**config.mk**
```make
export PLATFORM = sky130hd
export DESIGN_NAME = random_draw_without_replacement_core
export DESIGN_NICKNAME = d
export VERILOG_FILES = /design/src/rdwr_pkg.sv /design/src/rdwr_rem.sv /design/src/rdwr_pool.sv /design/src/random_draw_without_replacement_core.sv
export SDC_FILE = /design/constraint.sdc
export NUM_CORES = 2
export LEC_CHECK = 0
export BUFFER_PORTS_ARGS = -buffer_cell sky130_fd_sc_hd__buf_4
export CAP_MARGIN = 30
export CELL_PAD_IN_SITES_DETAIL_PLACEMENT = 1
export CELL_PAD_IN_SITES_GLOBAL_PLACEMENT = 1
export CORE_ASPECT_RATIO = 1.2
export CORE_MARGIN = 2
export CORE_UTILIZATION = 45
export DETAILED_ROUTE_END_ITERATION = 8
export PLACE_DENSITY_LB_ADDON = 0.05
export SLEW_MARGIN = 20
export SYNTH_ARGS = -nofsm -noshare
export SYNTH_HDL_FRONTEND = slang
export SYNTH_SLANG_ARGS = --single-unit
```
**constraint.sdc**
```tcl
create_clock -name clk -period 9.75 [get_ports clk]
set_clock_uncertainty 0.05 [all_clocks]
set_input_delay 0.975 -clock clk [delete_from_list [all_inputs] [get_ports clk]]
set_output_delay 0.975 -clock clk [all_outputs]
set_load 0.05 [all_outputs]
```
**src/rdwr_pkg.sv**
```systemverilog
// shared types and constants for the random draw without replacement core
// no dependencies

package rdwr_pkg;

    localparam int VW = 8;           // stored and returned vertex width
    localparam int RW = 31;          // random word width
    localparam int CFG_AW = 2;       // configuration index width
    localparam int CFG_DW = 8;       // widest configuration register

    localparam logic [CFG_AW-1:0] CFG_FIRST_POS   = 2'd0;
    localparam logic [CFG_AW-1:0] CFG_SECOND_POS  = 2'd1;
    localparam logic [CFG_AW-1:0] CFG_EXCLUDE_TWO = 2'd2;

    localparam logic OP_RESTART = 1'b0;
    localparam logic OP_DRAW    = 1'b1;

    typedef enum logic [2:0] {
        ST_IDLE,
        ST_FILL,
        ST_DIV,
        ST_RD_A,
        ST_RD_B,
        ST_WR_A,
        ST_WR_B,
        ST_EMIT
    } state_t;

endpackage

```
**src/rdwr_rem.sv**
```systemverilog
// restoring remainder unit, one quotient bit per cycle
// depends on rdwr_pkg

module rdwr_rem
    import rdwr_pkg::*;
#(
    parameter int IW = 8
)
(
    input  logic          clk,
    input  logic          rst_n,
    input  logic          start,
    input  logic [RW-1:0] dividend,
    input  logic [IW-1:0] divisor,
    output logic          done,
    output logic [IW-1:0] rem
);

    localparam int SW = $clog2(RW);

    logic          busy_reg;
    logic          done_reg;
    logic [SW-1:0] step_reg;
    logic [RW-1:0] dvd_reg;
    logic [IW-1:0] rem_reg;
    logic [IW:0]   trial;
    logic [IW:0]   diff;
    logic [IW-1:0] rem_next;

    always_comb
    begin
        trial = {rem_reg, dvd_reg[RW-1]};
        diff  = trial - {1'b0, divisor};
        if (trial >= {1'b0, divisor})
        begin
            rem_next = diff[IW-1:0];
        end
        else
        begin
            rem_next = trial[IW-1:0];
        end
    end

    always_ff @(posedge clk or negedge rst_n)
    begin
        if (!rst_n)
        begin
            busy_reg <= 1'b0;
            done_reg <= 1'b0;
            step_reg <= '0;
        end
        else
        begin
            done_reg <= 1'b0;
            if (start)
            begin
                busy_reg <= 1'b1;
                step_reg <= '0;
            end
            else if (busy_reg)
            begin
                step_reg <= step_reg + 1'b1;
                if (step_reg == SW'(RW - 1))
                begin
                    busy_reg <= 1'b0;
                    done_reg <= 1'b1;
                end
            end
        end
    end

    always_ff @(posedge clk)
    begin
        if (start)
        begin
            dvd_reg <= dividend;
            rem_reg <= '0;
        end
        else if (busy_reg)
        begin
            dvd_reg <= {dvd_reg[RW-2:0], 1'b0};
            rem_reg <= rem_next;
        end
    end

    assign done = done_reg;
    assign rem  = rem_reg;

endmodule

```
**src/rdwr_pool.sv**
```systemverilog
// pool store, one write port and one registered read port
// depends on rdwr_pkg

module rdwr_pool
    import rdwr_pkg::*;
#(
    parameter int DEPTH = 256,
    parameter int AW    = 8
)
(
    input  logic          clk,
    input  logic          we,
    input  logic [AW-1:0] waddr,
    input  logic [VW-1:0] wdata,
    input  logic [AW-1:0] raddr,
    output logic [VW-1:0] rdata
);

    logic [VW-1:0] mem [DEPTH];
    logic [VW-1:0] rdata_reg;

    always_ff @(posedge clk)
    begin
        if (we)
        begin
            mem[waddr] <= wdata;
        end
        rdata_reg <= mem[raddr];
    end

    assign rdata = rdata_reg;

endmodule

```
**src/random_draw_without_replacement_core.sv**
```systemverilog
// top level: sequencer, configuration registers and output register
// depends on rdwr_pkg, rdwr_rem, rdwr_pool
//
//  port group   dir  payload
//  s_*          in   tuser: operation; tdata: random_word [30:0], zero pad to 32
//  m_*          out  tuser: empty_res; tdata: vertex [7:0]
//  cfg_*        in   cfg_addr picks first_pos, second_pos, exclude_two
//
// restart: refills all VERTICES entries of the pool, one entry per cycle
// draw: the bit-serial remainder unit, then two reads and two writes of the
// pool (RD_A, RD_B, WR_A, WR_B); an empty draw goes straight to EMIT
// a new beat is taken while a finished result still waits on the m side
// reset clears live count, so draws report empty until the first restart

module random_draw_without_replacement_core
    import rdwr_pkg::*;
#(
    parameter int VERTICES = 256
)
(
    input  logic              clk,
    input  logic              rst_n,
    input  logic              s_tvalid,
    output logic              s_tready,
    input  logic [31:0]       s_tdata,   // random_word [30:0]
    input  logic              s_tuser,   // operation
    output logic              m_tvalid,
    input  logic              m_tready,
    output logic [7:0]        m_tdata,   // vertex [7:0]
    output logic              m_tuser,   // empty_res
    input  logic              cfg_we,
    input  logic [CFG_AW-1:0] cfg_addr,
    input  logic [CFG_DW-1:0] cfg_wdata
);

    localparam int IW = $clog2(VERTICES);
    localparam logic [IW-1:0] LAST_POS = IW'(VERTICES - 1);
    localparam logic [IW-1:0] PREV_POS = IW'(VERTICES - 2);

    state_t        state_reg;
    state_t        state_next;
    logic [IW-1:0] live_count_reg;
    logic [IW-1:0] fill_cnt_reg;
    logic [7:0]    first_pos_reg;
    logic [7:0]    second_pos_reg;
    logic          exclude_two_reg;
    logic [VW-1:0] a_reg;
    logic [VW-1:0] res_vertex_reg;
    logic          res_empty_reg;
    logic          m_tvalid_reg;
    logic [VW-1:0] m_vertex_reg;
    logic          m_empty_reg;

    logic          in_beat;
    logic          div_start;
    logic          div_done;
    logic [IW-1:0] div_rem;
    logic          mem_we;
    logic [IW-1:0] mem_waddr;
    logic [VW-1:0] mem_wdata;
    logic [IW-1:0] mem_raddr;
    logic [VW-1:0] mem_rdata;
    logic          load_out;
    logic [IW-1:0] last_idx;
    logic          src_ok;
    logic          tgt_ok;
    logic [IW-1:0] src_pos;
    logic [IW-1:0] tgt_pos;
    logic [IW-1:0] fill_val;

    // entry after the source exchange on an identity pool
    function automatic logic [IW-1:0] after_src(
        input logic [IW-1:0] j,
        input logic          ok,
        input logic [IW-1:0] s
    );
        logic [IW-1:0] v;
        v = j;
        if (ok && j == s)
        begin
            v = LAST_POS;
        end
        else if (ok && j == LAST_POS)
        begin
            v = s;
        end
        return v;
    endfunction

    assign src_ok   = (32'(first_pos_reg) < VERTICES);
    assign tgt_ok   = (32'(second_pos_reg) < VERTICES);
    assign src_pos  = IW'(first_pos_reg);
    assign tgt_pos  = IW'(second_pos_reg);
    assign last_idx = live_count_reg - 1'b1;
    assign in_beat  = s_tvalid && s_tready;

    always_comb
    begin
        fill_val = after_src(fill_cnt_reg, src_ok, src_pos);
        if (exclude_two_reg && tgt_ok)
        begin
            if (fill_cnt_reg == tgt_pos)
            begin
                fill_val = after_src(PREV_POS, src_ok, src_pos);
            end
            else if (fill_cnt_reg == PREV_POS)
            begin
                fill_val = after_src(tgt_pos, src_ok, src_pos);
            end
        end
    end

    // next state
    always_comb
    begin
        state_next = state_reg;
        unique case (state_reg)
            ST_IDLE:
            begin
                if (in_beat)
                begin
                    if (s_tuser == OP_RESTART)
                    begin
                        state_next = ST_FILL;
                    end
                    else if (live_count_reg == '0)
                    begin
                        state_next = ST_EMIT;
                    end
                    else
                    begin
                        state_next = ST_DIV;
                    end
                end
            end
            ST_FILL:
            begin
                if (fill_cnt_reg == LAST_POS)
                begin
                    state_next = ST_IDLE;
                end
            end
            ST_DIV:
            begin
                if (div_done)
                begin
                    state_next = ST_RD_A;
                end
            end
            ST_RD_A: state_next = ST_RD_B;
            ST_RD_B: state_next = ST_WR_A;
            ST_WR_A: state_next = ST_WR_B;
            ST_WR_B: state_next = ST_EMIT;
            ST_EMIT:
            begin
                if (load_out)
                begin
                    state_next = ST_IDLE;
                end
            end
            default: state_next = ST_IDLE;
        endcase
    end

    // control outputs
    always_comb
    begin
        s_tready  = 1'b0;
        div_start = 1'b0;
        mem_we    = 1'b0;
        mem_waddr = fill_cnt_reg;
        mem_wdata = VW'(fill_val);
        mem_raddr = div_rem;
        load_out  = 1'b0;
        unique case (state_reg)
            ST_IDLE:
            begin
                s_tready  = 1'b1;
                div_start = s_tvalid && (s_tuser == OP_DRAW) && (live_count_reg != '0);
            end
            ST_FILL:
            begin
                mem_we = 1'b1;
            end
            ST_DIV:  ;
            ST_RD_A: mem_raddr = div_rem;
            ST_RD_B: mem_raddr = last_idx;
            ST_WR_A:
            begin
                mem_we    = 1'b1;
                mem_waddr = div_rem;
                mem_wdata = mem_rdata;
            end
            ST_WR_B:
            begin
                mem_we    = 1'b1;
                mem_waddr = last_idx;
                mem_wdata = a_reg;
            end
            ST_EMIT:
            begin
                load_out = !m_tvalid_reg || m_tready;
            end
            default: ;
        endcase
    end

    always_ff @(posedge clk or negedge rst_n)
    begin
        if (!rst_n)
        begin
            state_reg       <= ST_IDLE;
            live_count_reg  <= '0;
            fill_cnt_reg    <= '0;
            first_pos_reg   <= 8'd0;
            second_pos_reg  <= 8'd1;
            exclude_two_reg <= 1'b1;
            m_tvalid_reg    <= 1'b0;
        end
        else
        begin
            state_reg <= state_next;
            if (cfg_we)
            begin
                unique case (cfg_addr)
                    CFG_FIRST_POS:   first_pos_reg   <= cfg_wdata;
                    CFG_SECOND_POS:  second_pos_reg  <= cfg_wdata;
                    CFG_EXCLUDE_TWO: exclude_two_reg <= cfg_wdata[0];
                    default: ;
                endcase
            end
            if (state_reg == ST_IDLE && in_beat && s_tuser == OP_RESTART)
            begin
                fill_cnt_reg   <= '0;
                live_count_reg <= exclude_two_reg ? PREV_POS : LAST_POS;
            end
            if (state_reg == ST_FILL)
            begin
                fill_cnt_reg <= fill_cnt_reg + 1'b1;
            end
            if (state_reg == ST_WR_B)
            begin
                live_count_reg <= last_idx;
            end
            if (load_out)
            begin
                m_tvalid_reg <= 1'b1;
            end
            else if (m_tready)
            begin
                m_tvalid_reg <= 1'b0;
            end
        end
    end

    always_ff @(posedge clk)
    begin
        if (state_reg == ST_IDLE && in_beat)
        begin
            res_vertex_reg <= '0;
            res_empty_reg  <= 1'b1;
        end
        if (state_reg == ST_RD_B)
        begin
            a_reg <= mem_rdata;
        end
        if (state_reg == ST_WR_B)
        begin
            res_vertex_reg <= a_reg;
            res_empty_reg  <= 1'b0;
        end
        if (load_out)
        begin
            m_vertex_reg <= res_vertex_reg;
            m_empty_reg  <= res_empty_reg;
        end
    end

    assign m_tvalid = m_tvalid_reg;
    assign m_tdata  = m_vertex_reg;
    assign m_tuser  = m_empty_reg;

    rdwr_rem #(
        .IW (IW)
    ) u_rem (
        .clk      (clk),
        .rst_n    (rst_n),
        .start    (div_start),
        .dividend (s_tdata[RW-1:0]),
        .divisor  (live_count_reg),
        .done     (div_done),
        .rem      (div_rem)
    );

    rdwr_pool #(
        .DEPTH (VERTICES),
        .AW    (IW)
    ) u_pool (
        .clk   (clk),
        .we    (mem_we),
        .waddr (mem_waddr),
        .wdata (mem_wdata),
        .raddr (mem_raddr),
        .rdata (mem_rdata)
    );

endmodule
```
### After elaboration in Yosys (flattened, before gate mapping)

Memory sizes are Yosys's and may differ from the RTL's. A register that Yosys moved wholly into a read port is not among the register bits.
Index checks and enable logic that the tools add are counted.

* register bits: 109
* output and inout bits: 11
* memory bits (writable): 2048
* memories: 1
* logic and storage cells: 110
* bits of input ports: 48

* bitwise gates (word level): 1
* equality and inequality tests: 21
* reductions and logical operators: 21
* magnitude comparators: 1
* $add $sub $neg: 4
* multiplexer cells: 44

Memory list
* u_pool.mem: depth 256, width 8, read ports 1, clocked after Yosys merged registers in 1, wr ports 1, line rdwr_pool.sv:19 `logic [VW-1:0] mem [DEPTH];`

Operators by type and width (number)
* $mux 8: 15
* $mux 31: 2
* $pmux 8 s2: 2
* $eq 8x8->1: 3
* $eq 8x8->1 const B: 3
* $pmux 3 s8: 1
* $mux 3: 6
* $mux 1: 16
* $eq 3x3->1 const B: 4
* $mux 5: 2
* $reduce_bool 2->1: 5
* $ge 9x8->1: 1
* $add 8x1->8 const B: 1
* $eq 8x8->1 const A: 1
* $logic_not 8->1: 1
* $reduce_bool 8->1: 1
* $sub 8x1->8 const B: 1
* $sub 8x8->8: 1
* $eq 3x2->1 const B: 2
* $ne 2x2->1 const B: 3
* $reduce_and 2->1: 3
* $add 5x1->5 const B: 1
* $eq 5x5->1 const B: 1
* $logic_and 1x1->1: 5
* other kinds (11): 11

### Depth between registers and ports, before layout

* word-level depth: 7
* mapped depth: 16
* gate-level depth less buffers: 12

### By module

From an unflattened synthesis, not the netlist that was laid out.

* cells, all modules: 4272
* area, all modules: 85523.3 um2

Modules (own cells, without submodules)
* rdwr_pool: instances 1, sequential area each 61659.1 um2, area each 79556.3 um2, cells an instance 3733
* random_draw_without_replacement_core: instances 1, sequential area each 1699.1 um2, area each 3632.2 um2, cells an instance 356
* rdwr_rem: instances 1, sequential area each 1266.2 um2, area each 2334.7 um2, cells an instance 183

### Worst setup path after synthesis

Ideal clock, no wire load.

* kind: register -> register
* start point: register fill_cnt_reg[0]
* end point: memory u_pool.mem[0][2] (data pin)
* required time: 8.879 ns
* period minus slack after synthesis: 5.576 ns
* arrival: 4.704 ns
* library setup time: 0.821 ns
* path buffers: 2
* cell stages (with the launch flop): 12
* path slack: 4.174 ns
* cells stage by stage: dfrtp_1 -> clkbuf_1 -> inv_1 -> ha_1 -> nand2_1 -> nor3_1 -> a21boi_0 -> and2_1 -> clkbuf_1 -> a22oi_1 -> o21ai_0 -> nand2_1

* cells in the longest elaborated chain, start to end: 7
* elaborated cells between the ends (all ways): 10
* those cells by class: eq/ne: 4; mux: 6

Ends and longest elaborated chain
* start: declaration: line random_draw_without_replacement_core.sv:43 `logic [IW-1:0] fill_cnt_reg;`
* start signal: assignment: line random_draw_without_replacement_core.sv:239 `fill_cnt_reg <= fill_cnt_reg + 1'b1;`
* $eq 8x8->1: line random_draw_without_replacement_core.sv:83 `else if (ok && j == LAST_POS)`
* $mux 8: line random_draw_without_replacement_core.sv:83
* $mux 8: line random_draw_without_replacement_core.sv:79 `if (ok && j == s)`
* $mux 8: line random_draw_without_replacement_core.sv:106 `else if (fill_cnt_reg == PREV_POS)`
* $mux 8: line random_draw_without_replacement_core.sv:102 `if (fill_cnt_reg == tgt_pos)`
* $mux 8 (*): line random_draw_without_replacement_core.sv:100 `if (exclude_two_reg && tgt_ok)`
* $pmux 8 s2 (*): line random_draw_without_replacement_core.sv:175 `unique case (state_reg)`
* via mem_wdata[2]: line random_draw_without_replacement_core.sv:60 `logic [VW-1:0] mem_wdata;`
* end: declaration: line rdwr_pool.sv:19

Mark *: on every way through the listed nets, which the timed path passes. The rest lies on a longest branch.

### Worst setup path after layout

* start point: register state_reg[2]
* end point: register u_pool.rdata_reg[4], in the netlist u_pool.rdata[4], read port of u_pool.mem

* cells in the longest elaborated chain, start to end: 2

Ends and longest elaborated chain
* start: declaration: line random_draw_without_replacement_core.sv:40 `state_t state_reg;`
* start signal: assignment: line random_draw_without_replacement_core.sv:222 `state_reg <= state_next;`
* $eq 3x3->1: line random_draw_without_replacement_core.sv:175
* $mux 8: line random_draw_without_replacement_core.sv:175
* end: declaration: line rdwr_pool.sv:20 `logic [VW-1:0] rdata_reg;`

Every way passes these cells.
A chain may end at the register's enable or synchronous reset.

==> metrics.yaml <==
synth:
  yosysTopAreaCell: "edfxtp_1"
  synth-compound-area-share_pct: 4.86
  syn_nets: 5833
  avgSynthCellArea_sq_um: 15.1
  ys_warn_count: 0
  ys_types: 84
  synth-edff-count: 2104
  synthXorXnorAreaFrac_pct: 0.353
  synthesis.area_sq_mm: 0.0869
  yosysSeqAreaShare_pct: 74.3
  synth_cells: 5770
  synth_top_cell_area_share_pct: 72.7
  ys.flop_type: "edfxtp_1"
  synth-async-reset-ratio_pct: 2.03
  synth_top_family_by_area: "simple AND/OR/NAND/NOR gates"
  synthTopCellsByArea: "edfxtp_1 (73%), nand2_1 (5.4%), mux4_2 (4.0%)"
  synthAdderAreaFrac_pct: 0.225
  muxShareOfSynthArea_pct: 6.96
  synth_simple_gate_area_share_pct: 10.8
  ys_ff_latch: 2165
timing:
  slew_violations: 0
  setup_ws_ps: 3580
  hold_viol: 0
  fmax_mhz: 162
  slew_headroom_pct: 26.1
  rsz0062_at_grt: "no"
  hold_ws_ps: 104
  setup_violations: 0
  setup_tns_ps: 0
  finalCritPeriodShare_pct: 63.2
  max_slew.worst_pin.slew_ps: 1110
  min_period_ps: 6170
global_route:
  grt_overflow: 0
  grt_pass1_wl_um: 377000
  grt_max_degree: 209
  grt_pass1_vias: 52700
  track_usage_pct: 26.5
  antenna_found_initial: 4
setup_path:
  worst-path-max-fanout: 104
  cp.required_ps: 10400
  crit_path_end_kind: "flop"
  arrival_ps: 6810
  criticalPathCategory: "reg2reg"
  critPathLaunchType: "flop"
floorplanning:
  core_area_sq_mm: 0.192
  pin_count: 59
  rows: 176
  dieWidth_um: 405
  die_h_um: 485
  dieArea_sq_mm: 0.197
  start_util_pct: 45.3
final_layout:
  register_area_sq_mm: 0.0646
  final_cells: 8573
  drive_above_1_share_pct: 12.2
  fill_cells: 18300
  nets: 5879
  area_growth_pct: 11.8
  largest_reg_flops: 2048
  multiInputGateArea_sq_mm: 0.0204
  fin_util_pct: 50.6
job:
  cap_violations: 0
clocking:
  cts_made_buffers: 215
  cts_num_sinks: 2165
  cts_root_buf: "clkbuf_16"
  cts_setup_buffers: 0
  ctsResizeCount: 0
  htreeDepth: 4
  ctsHoldBuffers: 0
  cts_tree: "built"
  clk_path_buf_depth: 3
  path_clk_slew_ps: 70
  insertion_delay_ps: 870
route:
  postRouteAntennaNets: 0
  firstDrtPassIters: 5
  viasPerCell: 5.94
  via_count: 51000
  drt_iter0_markers: 4383
  wl_um: 261000
  wl_per_cell_um: 30.5
  drc: 0
power:
  power_density_mw_per_mm2: 344
  p_leak_nw: 32.7
  ir_worst_vdd_mv: 0.328
worst_hold_path:
  hp-class: "in2async"
placed_design:
  dpl.hpwl_um: 155000
  pre_cts_slack_ps: 3600
  gp_congestion: 0.808
  dpl.cell_count: 8164
  numPortBuffers: 57
outcome:
  outcome: "complete, no violations"
## worst max-delay path: stages (launching register included)
cell and delay (ps):
dfrtp_1 520, or3b_4 660, clkinv_2 550, mux2_8 730, buf_12 520, buf_4 660, mux4_2 440, nand2_1 90
nand3_1 180, a32oi_1 580, nor4b_2 620, nand4_1 150
## path summary, 6_finish.rpt
check                             startpoint                 to  slack [ps]  depth (start not counted)
max                             state_reg[2]    u_pool.rdata[4]        3580                         11
min                                    rst_n  live_count_reg[4]         100                          1
max reg2reg                     state_reg[2]    u_pool.rdata[4]        3580                         11
min reg2reg                res_vertex_reg[5]         m_tdata[5]         380                          0
max in group asynchronous              rst_n           m_tvalid        9120                          1
min in group clk                cfg_wdata[7]   first_pos_reg[7]         330                          2
## cells in the mapped netlist, types with 5 or more instances
master     number
nor2_1        330
nand3_1       332
xnor2_1        15
o22ai_1         8
o21a_1          6
buf_1           9
a31oi_1        94
a21o_1          8
a32oi_1       122
or2_2           5
mux2_2         21
xor2_1         20
a21boi_0        6
buf_6          35
a211oi_1       26
a221oi_1       39
a21oi_1        54
o211ai_1        8
nand4_1       126
a22oi_1        42
nor3_1         14
nor4_1          9
o21bai_1       13
buf_8           6
nand2_1      1240
nor2b_1         6
clkbuf_1      146
ha_1           14
mux4_2        153
buf_2         110
o21ai_0        83
dfrtp_1        42
and3_1         70
buf_4          46
o21ai_1         9
mux2i_1       225
inv_1          26
dfxtp_1        17
a32o_1         12
a2111oi_0       7
edfxtp_1     2104
and2_1         17
## report_power, final
part | switching, mW | internal (mW)
registers | 0.274 | 11.8
clock network | 3.60 | 4.68
logic | 9.42 | 3.57
total | 13.3 | 20.1
## cell usage in the layout (no fill, tap or decap), types with 17 or more instances in the layout
master and count:
a31oi_1 94, clkinv_1 51, buf_12 20, xor2_1 20, bufinv_16 20, dfxtp_1 17
mux2i_1 223, a21oi_1 54, dfrtp_1 42, a32oi_1 122, mux2_2 20, clkbuf_1 37
inv_1 26, mux4_2 153, nand2_1 1221, and2_1 17, edfxtp_1 2104, a221oi_1 39
clkinv_2 36, clkbuf_16 219, a22oi_1 42, a211oi_1 26, nand3_1 332, buf_4 154
and3_1 70, o21ai_0 83, nand4_1 126, nor2_1 324
## layer usage
metal  track usage [%]  vias up  part of all wire, %
met5                 0        -                    0
met4              8.49        0                  3.2
met3              4.21      374                  5.5
met2              43.8     1412                   49
met1              36.0    27000                   42
li1                  -    22100                    -
## cell families (layout without fill, tap and decap cells)
kind of cell,Yosys count,count (layout)
other,0,3
xor gates and xnor gates,35,35
adders and majority gates,15,15
DFF,2165,2165
AOI/OAI and AO/OA,583,583
muxes,404,404
buffers and inverters,382,601
and+or+nand+nor,2186,2186
## stage by stage
stage / cell area (sq um) / power [mW]
2_1_floorplan: 86900 / 20.3
3_5_place_dp: 90000 / 25.3
4_1_cts: 96900 / 33.5
6_report: 97100 / 33.4
5_1_grt: 97100 / 34.7
3_3_place_gp: 89700 / 25.0
## layout make-up
| class | instances | area share (%) |
|---|---|---|
| Tap cell | 2581 | 3.32 |
| Antenna cell | 3 | 0.00773 |
| Clock buffer | 263 | 5.88 |
| Inverter | 28 | 0.109 |
| Clock inverter | 127 | 1.29 |
| Multi-Input combinational cell | 3223 | 21.0 |
| Sequential cell | 2165 | 66.5 |
| Timing Repair Buffer | 183 | 1.83 |
(Power assumes the default switching activity.)
